<file path="src/hdl/bsmic_pkg.sv">
// shared types and constants for the bank switch mapper with irq counter
package bsmic_pkg;

	typedef enum logic [2:0] {
		FUNC_CPU_RD = 3'd0,
		FUNC_CPU_WR = 3'd1,
		FUNC_PPU_RD = 3'd2,
		FUNC_PPU_WR = 3'd3,
		FUNC_TICK   = 3'd4
	} func_t;

	typedef enum logic [1:0] {
		TGT_NONE = 2'd0,
		TGT_PRG  = 2'd1,
		TGT_RAM  = 2'd2,
		TGT_CHR  = 2'd3
	} target_t;

	// configuration register indexes
	localparam logic [1:0] CFG_PRG_COUNT = 2'd0;
	localparam logic [1:0] CFG_CHR_COUNT = 2'd1;
	localparam logic [1:0] CFG_IRQ_FIRE  = 2'd2;

	// mapper commands
	localparam logic [3:0] CMD_PRG0     = 4'h8;
	localparam logic [3:0] CMD_MIRROR   = 4'hC;
	localparam logic [3:0] CMD_IRQ_CTRL = 4'hD;
	localparam logic [3:0] CMD_CNT_LO   = 4'hE;
	localparam logic [3:0] CMD_CNT_HI   = 4'hF;

	// cpu address windows, top three address bits
	localparam logic [2:0] WIN_RAM   = 3'b011;
	localparam logic [2:0] WIN_CMD   = 3'b100;
	localparam logic [2:0] WIN_PARAM = 3'b101;
	localparam logic [2:0] WIN_CHR   = 3'b000;

	localparam int          CFG_W          = 16;
	localparam int          COUNT_W        = 9;
	localparam int          BANK_W         = 8;
	localparam int          MADDR_W        = 21;
	localparam logic [8:0]  PRG_COUNT_RST  = 9'd32;
	localparam logic [8:0]  CHR_COUNT_RST  = 9'd256;
	localparam logic [15:0] IRQ_FIRE_RST   = 16'hFFF8;
	localparam logic [1:0]  TICK_PHASE_MAX = 2'd2;

	// reset contents of the prg bank slots: 0, count-4, count-3, count-2
	localparam logic [7:0] PRG_BANK1_RST = 8'(PRG_COUNT_RST - 9'd4);
	localparam logic [7:0] PRG_BANK2_RST = 8'(PRG_COUNT_RST - 9'd3);
	localparam logic [7:0] PRG_BANK3_RST = 8'(PRG_COUNT_RST - 9'd2);

	// bank mask: count minus one, low eight bits
	function automatic logic [7:0] count_mask(input logic [8:0] count);
		logic [8:0] m;
		m = count - 9'd1;
		return m[7:0];
	endfunction

endpackage

</file>
<file path="src/hdl/bank_switch_mapper_irq_counter_core.sv">
// top level of the bank switch mapper with irq counter
//
// usage
// - input channel (in_valid / in_stall) carries one bus access or system tick per
//   transfer: func, bus_address, bus_data
// - output channel (out_valid / out_stall) returns exactly one result per input
//   transfer: target, mapped_address, write_enable, write_data, irq_line,
//   mirror_mode (irq and mirroring as they stand after that item)
// - items flow through an input register (_s1) and a result register; the
//   decode and all register updates for an item happen as it moves from the
//   input register into the result register
// - throughput: one item per cycle while out_stall is low, limited only by the
//   single decode stage between the two registers
// - a stall on the output holds the result register; once the input register
//   also holds an item, in_stall follows out_stall, so nothing is lost or repeated
// - configuration port: cfg_we writes cfg_data to register cfg_index at the
//   clock edge; the user writes only while idle (unenforced); index 3 is ignored
// - reset (arst_n low) empties both registers and returns mapper state to
//   its power-up values: chr banks 0..7, prg banks 0/28/29/30, irq off,
//   counts 32 and 256, fire value fff8
module bank_switch_mapper_irq_counter_core
	import bsmic_pkg::*;
(
	input  logic                 clk,
	input  logic                 arst_n,
	// configuration
	input  logic                 cfg_we,
	input  logic [1:0]           cfg_index,
	input  logic [CFG_W-1:0]     cfg_data,
	// input channel
	input  logic                 in_valid,
	output logic                 in_stall,
	input  logic [2:0]           func,
	input  logic [15:0]          bus_address,
	input  logic [7:0]           bus_data,
	// output channel
	output logic                 out_valid,
	input  logic                 out_stall,
	output logic [1:0]           target,
	output logic [MADDR_W-1:0]   mapped_address,
	output logic                 write_enable,
	output logic [7:0]           write_data,
	output logic                 irq_line,
	output logic [1:0]           mirror_mode
);

	// configuration registers
	logic [COUNT_W-1:0] prg_count_q;
	logic [COUNT_W-1:0] chr_count_q;
	logic [15:0]        irq_fire_q;

	// mapper state
	logic [3:0]        command_q;
	logic [BANK_W-1:0] chr_bank_q [8];
	logic [BANK_W-1:0] prg_bank_q [4];
	logic              ram_sel_q;
	logic              ram_en_q;
	logic [1:0]        mirror_q;
	logic              irq_en_q;
	logic              cnt_en_q;
	logic [15:0]       irq_cnt_q;
	logic [1:0]        phase_q;
	logic              irq_pend_q;

	// input register
	logic        valid_s1;
	logic [2:0]  func_s1;
	logic [15:0] addr_s1;
	logic [7:0]  data_s1;

	// result register
	logic               out_valid_q;
	target_t            target_q;
	logic [MADDR_W-1:0] maddr_q;
	logic               we_q;
	logic [7:0]         wdata_q;
	logic               irq_q;
	logic [1:0]         mirror_out_q;

	// handshake: the stage item moves on when the result register is free
	logic advance;
	logic load_s1;

	assign advance  = valid_s1 && !(out_valid_q && out_stall);
	assign in_stall = valid_s1 && !advance;
	assign load_s1  = in_valid && !in_stall;

	// decode results and next state for the item in the input register
	target_t            tgt_d;
	logic [MADDR_W-1:0] maddr_d;
	logic               we_d;
	logic [3:0]         command_d;
	logic [BANK_W-1:0]  chr_bank_d [8];
	logic [BANK_W-1:0]  prg_bank_d [4];
	logic               ram_sel_d;
	logic               ram_en_d;
	logic [1:0]         mirror_d;
	logic               irq_en_d;
	logic               cnt_en_d;
	logic [15:0]        irq_cnt_d;
	logic [1:0]         phase_d;
	logic               irq_pend_d;

	logic [2:0]        win3;
	logic [1:0]        rom_win;
	logic [7:0]        rom_bank;
	logic [7:0]        chr_mask;
	logic [7:0]        prg_mask;
	logic [15:0]       cnt_dec;

	assign win3     = addr_s1[15:13];
	assign rom_win  = addr_s1[14:13];
	assign chr_mask = count_mask(chr_count_q);
	assign prg_mask = count_mask(prg_count_q);
	assign cnt_dec  = irq_cnt_q - 16'd1;

	// rom windows 8000/a000/c000 use slots 1..3, e000 is fixed to the last bank
	always_comb begin
		case (rom_win)
			2'd0:    rom_bank = prg_bank_q[1];
			2'd1:    rom_bank = prg_bank_q[2];
			2'd2:    rom_bank = prg_bank_q[3];
			default: rom_bank = prg_mask;
		endcase
	end

	always_comb begin
		tgt_d      = TGT_NONE;
		maddr_d    = '0;
		we_d       = 1'b0;
		command_d  = command_q;
		chr_bank_d = chr_bank_q;
		prg_bank_d = prg_bank_q;
		ram_sel_d  = ram_sel_q;
		ram_en_d   = ram_en_q;
		mirror_d   = mirror_q;
		irq_en_d   = irq_en_q;
		cnt_en_d   = cnt_en_q;
		irq_cnt_d  = irq_cnt_q;
		phase_d    = phase_q;
		irq_pend_d = irq_pend_q;

		case (func_s1)
			FUNC_CPU_RD: begin
				if (win3 == WIN_RAM) begin
					if (!ram_sel_q) begin
						tgt_d   = TGT_PRG;
						maddr_d = {prg_bank_q[0], addr_s1[12:0]};
					end else if (ram_en_q) begin
						tgt_d   = TGT_RAM;
						maddr_d = {8'd0, addr_s1[12:0]};
					end
				end else if (addr_s1[15]) begin
					tgt_d   = TGT_PRG;
					maddr_d = {rom_bank, addr_s1[12:0]};
				end
			end
			FUNC_CPU_WR: begin
				if (win3 == WIN_RAM) begin
					if (ram_sel_q && ram_en_q) begin
						tgt_d   = TGT_RAM;
						maddr_d = {8'd0, addr_s1[12:0]};
						we_d    = 1'b1;
					end
				end else if (win3 == WIN_CMD) begin
					command_d = data_s1[3:0];
				end else if (win3 == WIN_PARAM) begin
					// parameter write, chosen by the latched command
					case (command_q) inside
						[4'h0:4'h7]: chr_bank_d[command_q[2:0]] = data_s1 & chr_mask;
						[4'h8:4'hB]: begin
							prg_bank_d[command_q[1:0]] = data_s1 & prg_mask;
							if (command_q == CMD_PRG0) begin
								ram_sel_d = data_s1[6];
								ram_en_d  = data_s1[7];
							end
						end
						CMD_MIRROR: begin
							if (!data_s1[2]) mirror_d = data_s1[1:0];
						end
						CMD_IRQ_CTRL: begin
							irq_en_d   = data_s1[0];
							cnt_en_d   = data_s1[7];
							irq_pend_d = 1'b0;
						end
						CMD_CNT_LO: irq_cnt_d = {irq_cnt_q[15:8], data_s1};
						CMD_CNT_HI: irq_cnt_d = {data_s1, irq_cnt_q[7:0]};
						default: ;
					endcase
				end
			end
			FUNC_PPU_RD, FUNC_PPU_WR: begin
				if (win3 == WIN_CHR) begin
					tgt_d   = TGT_CHR;
					maddr_d = {3'd0, chr_bank_q[addr_s1[12:10]], addr_s1[9:0]};
					we_d    = (func_s1 == FUNC_PPU_WR);
				end
			end
			FUNC_TICK: begin
				// counter steps on phase zero of every three ticks
				if (cnt_en_q && phase_q == 2'd0) begin
					irq_cnt_d = cnt_dec;
					if (cnt_dec == irq_fire_q && irq_en_q) irq_pend_d = 1'b1;
				end
				phase_d = (phase_q >= TICK_PHASE_MAX) ? 2'd0 : phase_q + 2'd1;
			end
			default: ;
		endcase
	end

	// configuration registers
	always_ff @(posedge clk or negedge arst_n) begin
		if (!arst_n) begin
			prg_count_q <= PRG_COUNT_RST;
			chr_count_q <= CHR_COUNT_RST;
			irq_fire_q  <= IRQ_FIRE_RST;
		end else if (cfg_we) begin
			case (cfg_index)
				CFG_PRG_COUNT: prg_count_q <= cfg_data[COUNT_W-1:0];
				CFG_CHR_COUNT: chr_count_q <= cfg_data[COUNT_W-1:0];
				CFG_IRQ_FIRE:  irq_fire_q  <= cfg_data[15:0];
				default: ;
			endcase
		end
	end

	// mapper state, updated as an item leaves the input register
	always_ff @(posedge clk or negedge arst_n) begin
		if (!arst_n) begin
			command_q <= '0;
			for (int i = 0; i < 8; i++) begin
				chr_bank_q[i] <= BANK_W'(i);
			end
			prg_bank_q[0] <= '0;
			prg_bank_q[1] <= PRG_BANK1_RST;
			prg_bank_q[2] <= PRG_BANK2_RST;
			prg_bank_q[3] <= PRG_BANK3_RST;
			ram_sel_q  <= 1'b0;
			ram_en_q   <= 1'b0;
			mirror_q   <= '0;
			irq_en_q   <= 1'b0;
			cnt_en_q   <= 1'b0;
			irq_cnt_q  <= '0;
			phase_q    <= '0;
			irq_pend_q <= 1'b0;
		end else if (advance) begin
			command_q  <= command_d;
			chr_bank_q <= chr_bank_d;
			prg_bank_q <= prg_bank_d;
			ram_sel_q  <= ram_sel_d;
			ram_en_q   <= ram_en_d;
			mirror_q   <= mirror_d;
			irq_en_q   <= irq_en_d;
			cnt_en_q   <= cnt_en_d;
			irq_cnt_q  <= irq_cnt_d;
			phase_q    <= phase_d;
			irq_pend_q <= irq_pend_d;
		end
	end

	// input register
	always_ff @(posedge clk or negedge arst_n) begin
		if (!arst_n) begin
			valid_s1 <= 1'b0;
		end else if (load_s1) begin
			valid_s1 <= 1'b1;
		end else if (advance) begin
			valid_s1 <= 1'b0;
		end
	end

	always_ff @(posedge clk) begin
		if (load_s1) begin
			func_s1 <= func;
			addr_s1 <= bus_address;
			data_s1 <= bus_data;
		end
	end

	// result register
	always_ff @(posedge clk or negedge arst_n) begin
		if (!arst_n) begin
			out_valid_q <= 1'b0;
		end else if (advance) begin
			out_valid_q <= 1'b1;
		end else if (!out_stall) begin
			out_valid_q <= 1'b0;
		end
	end

	always_ff @(posedge clk) begin
		if (advance) begin
			target_q     <= tgt_d;
			maddr_q      <= maddr_d;
			we_q         <= we_d;
			wdata_q      <= we_d ? data_s1 : 8'd0;
			irq_q        <= irq_pend_d;
			mirror_out_q <= mirror_d;
		end
	end

	assign out_valid      = out_valid_q;
	assign target         = target_q;
	assign mapped_address = maddr_q;
	assign write_enable   = we_q;
	assign write_data     = wdata_q;
	assign irq_line       = irq_q;
	assign mirror_mode    = mirror_out_q;

endmodule

</file>
<file path="config.mk">
export PLATFORM = sky130hd
export DESIGN_NAME = bank_switch_mapper_irq_counter_core
export DESIGN_NICKNAME = d
export VERILOG_FILES = /design/src/hdl/bsmic_pkg.sv /design/src/hdl/bank_switch_mapper_irq_counter_core.sv
export SDC_FILE = /design/constraint.sdc
export NUM_CORES = 1
export LEC_CHECK = 0
export BUFFER_PORTS_ARGS = -buffer_cell sky130_fd_sc_hd__buf_2
export CORE_ASPECT_RATIO = 0.9
export CORE_MARGIN = 2
export CORE_UTILIZATION = 51
export DETAILED_ROUTE_END_ITERATION = 16
export PLACE_DENSITY = 0.68
export SLEW_MARGIN = 20
export SYNTH_ARGS = -nofsm -noshare
export SYNTH_HDL_FRONTEND = slang
export SYNTH_SLANG_ARGS = --single-unit
</file>
<file path="constraint.sdc">
create_clock -name clk -period 2.8 [get_ports clk]
set_input_delay 0.42 -clock clk [delete_from_list [all_inputs] [get_ports clk]]
set_output_delay 0.42 -clock clk [all_outputs]
set_load 0.01 [all_outputs]
</file>
### Word level (Yosys, flattened, before mapping)

Index checks and enable logic that the tools add are counted.
W data, S select, Z words.

* input port bits: 50
* bits in registers: 221

* bitwise gates (word level): 10
* magnitude comparators: 10
* mux-type cells: 64
* equality and inequality tests: 29
* add/subtract/negate cells: 4
* reductions and logical operators: 33

Operators by type and width (count)
* $mux W16: 10
* $bwmux W64: 1
* $mux W21: 3
* $pmux W21 S3: 1
* $mux W13: 3
* $bwmux W32: 1
* $mux W8: 4
* $pmux W16 S2: 1
* $mux W2: 15
* $bmux W8 S3: 1
* $demux W8 S3: 1
* $pmux W8 S3: 1
* $ne A2 B2 Y1 const B: 11
* $eq A4 B4 Y1 const B: 5
* $mux W18: 1
* $mux W1: 17
* $and A8 B8 Y8: 2
* $demux W8 S2: 1
* $eq A16 B16 Y1: 1
* $sub A16 B1 Y16 const B: 1
* $sub A8 B1 Y8 const B: 2
* $ge A4 B4 Y1 const B: 3
* $reduce_and A12 Y1: 1
* $logic_and A1 B1 Y1: 11
* 31 further kinds: 52

### Longest topological paths before layout

* depth after elaboration: 11
* depth in mapped cells: 9
* gate-level depth less buffers: 8

### Least setup slack after synthesis

Ideal clock, no wire load.

* path type: register to register
* start: register out_valid_q (netlist: out_valid)
* end: register irq_cnt_q[14]
* stages on the path, launching flop included: 8
* path slack: 348 ps
* period minus slack after synthesis: 2452 ps
* arrival: 2319 ps
* cells stage by stage: dfrtp_1 > nand2_1 > nand2_1 > inv_1 > o21ai_0 > clkbuf_1 > o21ai_0 > o21ai_0

* cells in the longest elaborated chain, start to end: 4

RTL lines
* start: declaration: RTL line bank_switch_mapper_irq_counter_core.sv:72 `logic out_valid_q;`
* start signal: assignment: RTL line bank_switch_mapper_irq_counter_core.sv:283 `out_valid_q <= 1'b0;`
* start signal: assignment: RTL line bank_switch_mapper_irq_counter_core.sv:285 `out_valid_q <= 1'b1;`
* start signal: assignment: RTL line bank_switch_mapper_irq_counter_core.sv:287 `out_valid_q <= 1'b0;`
* $logic_and A1 B1 Y1: RTL line bank_switch_mapper_irq_counter_core.sv:84 `assign advance = valid_s1 && !(out_valid_q && out_stall);`
* $logic_not A1 Y1: RTL line bank_switch_mapper_irq_counter_core.sv:84
* $logic_and A1 B1 Y1: RTL line bank_switch_mapper_irq_counter_core.sv:84
* via advance: RTL line bank_switch_mapper_irq_counter_core.sv:81 `logic advance;`
* $reduce_and A12 Y1 (no line)
* end signal: assignment: RTL line bank_switch_mapper_irq_counter_core.sv:255 `irq_cnt_q <= irq_cnt_d;`
* end: declaration: RTL line bank_switch_mapper_irq_counter_core.sv:61 `logic [15:0] irq_cnt_q;`

The timed path passes the listed nets, and every way through them passes these cells.
A chain may end at the register's enable or synchronous reset.

### Worst setup path in the final report

* start: register irq_cnt_q[5]
* end: register irq_q (netlist: irq_line), data pin

* cells in the longest elaborated chain, start to end: 6

RTL lines
* $sub A16 B1 Y16: RTL line bank_switch_mapper_irq_counter_core.sv:115 `assign cnt_dec = irq_cnt_q - 16'd1;`
* $eq A16 B16 Y1: RTL line bank_switch_mapper_irq_counter_core.sv:203 `if (cnt_dec == irq_fire_q && irq_en_q) irq_pend_d = 1'b1;`
* $logic_and A1 B1 Y1: RTL line bank_switch_mapper_irq_counter_core.sv:203
* $mux W1: RTL line bank_switch_mapper_irq_counter_core.sv:203
* $mux W1: RTL line bank_switch_mapper_irq_counter_core.sv:201 `if (cnt_en_q && phase_q == 2'd0) begin`
* $pmux W1 S2: RTL line bank_switch_mapper_irq_counter_core.sv:143 `case (func_s1)`
* via irq_pend_d: RTL line bank_switch_mapper_irq_counter_core.sv:102 `logic irq_pend_d;`
* end signal: assignment: RTL line bank_switch_mapper_irq_counter_core.sv:297 `irq_q <= irq_pend_d;`
* end: declaration: RTL line bank_switch_mapper_irq_counter_core.sv:77 `logic irq_q;`

The timed path passes the listed nets, and every way through them passes these cells.

==> flow_summary.json <==
{
  "cp_top_family": "simple AND/OR/NAND/NOR gates",
  "wirelength_um": 23660,
  "hpwl_um": 16330,
  "cp_num_buf_inv": 0,
  "r2r_slack_ns": 0.20,
  "required_ns": 3.15,
  "setup_viol": 0,
  "syn2layout_area_growth_pct": 15.72,
  "fin_cells": 1217,
  "r2r_start": "irq_cnt_q[5]",
  "startpoint_type": "flip-flop",
  "die_h_um": 138.3,
  "grt_pass1_wl_um": 37870,
  "dpl.cell_count": 1175,
  "final_common_cell": "dfrtp_1",
  "dieArea_sq_mm": 0.02119,
  "gr-usage-all-layers": 0.2253,
  "multi_input_area_sq_mm": 0.004075,
  "wl_per_cell_um": 19.44,
  "clk_pin_slew_ns": 0.06,
  "final-seq-area_sq_mm": 0.005887,
  "critical_path_peak_fanout": 7,
  "hp-start": "bus_data[6]",
  "status": "completed",
  "drive_gt1_frac": 0.3306,
  "io_buffers": 86,
  "ant_nets": 0,
  "cts_buffers": 23,
  "num-fill-cells": 1616,
  "yosys_most_used_dff": "dfrtp_1",
  "cts_tree": "done",
  "layout_common_cells": "122 x dfrtp_1, 96 x mux2_2, 85 x buf_2",
  "die-width_um": 153.2,
  "drv_cap": 0,
  "fin_ws_ns": 0.2004,
  "grt_overflow": 0,
  "r2r.worst_path.cells": 6,
  "hold_path_class": "in2reg",
  "root_buffer": "clkbuf_16",
  "io_pins": 87,
  "antennaDiodeCount": 0,
  "routed_via_density": 5.758,
  "clk_latency_ns": 0.51,
  "arrival_ns": 2.95,
  "hold_path_depth": 1,
  "synthCells": 840,
  "drtIter0Drc": 545,
  "row_count": 49,
  "syn-num-nets": 893,
  "r2r_end": "irq_line",
  "clk_path_buf_depth": 3,
  "setup_tns_ns": 0,
  "cp-end-kind": "flip-flop",
  "synth-async-reset-ratio": 0.7195,
  "nets": 999,
  "slew_headroom": 0.4924,
  "p_leak_nw": 5.112,
  "timing.final.crit_share": 0.9284,
  "max_stage_delay_ns": 0.67,
  "cts.sinks": 221,
  "crit_chain": "or4_1, or3_2, nor3_1, xnor2_1, o2111ai_1, o21ai_0",
  "ys_types": 58,
  "place_ws_ns": 0.2353,
  "gp_congestion": 0.8665,
  "hold_path_end": "data_s1[6]",
  "fin_crit_ns": 2.600,
  "core_area_sq_mm": 0.01980,
  "first_global_vias": 6709,
  "finalHoldViolCount": 0,
  "yosysSeqAreaShare": 0.5760,
  "grt_max_degree": 78,
  "drc": 0,
  "critPathKind": "reg2reg",
  "h-tree-depth": 1,
  "fmax_ghz": 0.3847,
  "ys_ff_latch": 221,
  "antenna_found_initial": 1,
  "slowest_stage": "or4_1",
  "slew_viol_final": 0,
  "synth_edf_count": 62,
  "peakVddDrop_mv": 0.3463,
  "synth_area_sq_mm": 0.01022,
  "avgSynthCellArea_sq_um": 12.17,
  "start_util": 0.5161,
  "ys_warn_count": 0,
  "tightest_slew_ns": 0.7615,
  "post_cts_buffers": 0,
  "fin_worst_skew_ns": 0.01287,
  "fin_hold_ws_ns": 0.09147,
  "grt_setup_unrepaired": "false",
  "power_density_mw_per_mm2": 628.3,
  "first_pass_iters": 5,
  "vias": 7008,
  "fin_util": 0.5972
}
[cell families (layout without fill, tap and decap cells)]
group,after synthesis,in the layout,share of synthesized area
flip-flops,221,221,0.5760
multiplexers,131,131,0.1633
AND/OR/NAND/NOR,244,244,0.1213
AO/OA/AOI/OAI,147,147,0.08472
buffers and inverters,64,186,0.02522
adder cells (fa/ha/maj),3,3,0.003673
XOR/XNOR,30,30,0.02571
[how the worst max path moves through the flow]
stage	start	end	slack, ns	cells after the start
after global routing	irq_cnt_q[6]	irq_cnt_q[15]	0.03	7
after global placement	irq_cnt_q[6]	irq_line	0.31	6
after CTS	irq_cnt_q[6]	irq_line	0.21	6
after floorplan	out_valid	irq_cnt_q[14]	0.35	7
after detailed placement	irq_cnt_q[6]	irq_line	0.24	6
final	irq_cnt_q[5]	irq_line	0.20	6
[repair_timing]
action / in CTS / in global routing
hold endpoints to repair: 33 / 0
resized for setup: 0 / 0
hold buffers: 1 / 0
[state kept, by name, summed over array words and instances, names as in the netlist, 4 cells and up]
signal	flops
chr_bank_q	64
chr_count_q	8
command_q	4
mapped_address	21
irq_fire_q	16
write_data	8
data_s1	8
prg_bank_q	32
addr_s1	16
irq_cnt_q	16
prg_count_q	8
[cells in the mapped netlist, drive strengths merged (4+ instances only)]
| library cell | instances | share of area |
|---|---|---|
| dfrtp | 122 | 0.30 |
| mux2 | 96 | 0.11 |
| nand2 | 81 | 0.030 |
| o21ai | 73 | 0.036 |
| edfxtp | 62 | 0.18 |
| nor2 | 43 | 0.016 |
| dfstp | 37 | 0.095 |
| clkbuf | 32 | 0.012 |
| a21oi | 31 | 0.015 |
| inv | 23 | 0.0084 |
| mux4 | 19 | 0.042 |
| nor2b | 18 | 0.011 |
| nor3 | 17 | 0.0088 |
| mux2i | 16 | 0.016 |
| xor2 | 16 | 0.014 |
| and3 | 14 | 0.0086 |
| xnor2 | 14 | 0.012 |
| nand2b | 12 | 0.0073 |
| nand3 | 12 | 0.0059 |
| buf | 9 | 0.0049 |
| and2 | 8 | 0.0049 |
| nor4 | 8 | 0.0049 |
| a31oi | 7 | 0.0043 |
| o22ai | 6 | 0.0037 |
| a22oi | 5 | 0.0037 |
| a32oi | 5 | 0.0043 |
| nand3b | 5 | 0.0037 |
| nor3b | 5 | 0.0056 |
| or3 | 5 | 0.0032 |
| nand4 | 4 | 0.0024 |
[where the power goes]
| group | leakage (nW) | switching, mW | internal [mW] |
|---|---|---|---|
| clock network | 0.356 | 1.20 | 1.70 |
| registers | 2.61 | 0.190 | 3.55 |
| logic | 2.14 | 0.442 | 0.347 |
| total | 5.11 | 1.83 | 5.60 |
[worst register-to-register path, delay by kind of cell, from the launching register on]
kind            cells  cell delay [ns]
simple gates        3             1.50
flops               1             0.43
compound gates      2             0.36
xor+xnor            1             0.17
[metal layers]
layer,part of all wire,GRT usage,vias to the layer above
li1,-,-,3261
met1,0.48,0.3498,3509
met2,0.44,0.3376,197
met3,0.050,0.02978,41
met4,0.026,0.05848,0
met5,0,0,-
[through the flow]
| step | instance area, sq um | total power [mW] |
|---|---|---|
| 2_1_floorplan | 10220 | 4.243 |
| 3_3_place_gp | 11090 | 4.571 |
| 4_1_cts | 11830 | 7.487 |
| 5_1_grt | 11830 | 7.732 |
| 6_report | 11830 | 7.431 |
| 3_5_place_dp | 11090 | 4.586 |
[final cells by class]
class,instances,share of cell area
clock buffer,34,0.05829
clock inverter,7,0.002962
inverter,23,0.007300
multi-input combinational,555,0.3446
sequential,221,0.4978
tap,255,0.02698
timing repair buffer,122,0.06210
No activity file was read; power rests on OpenSTA's default activity.
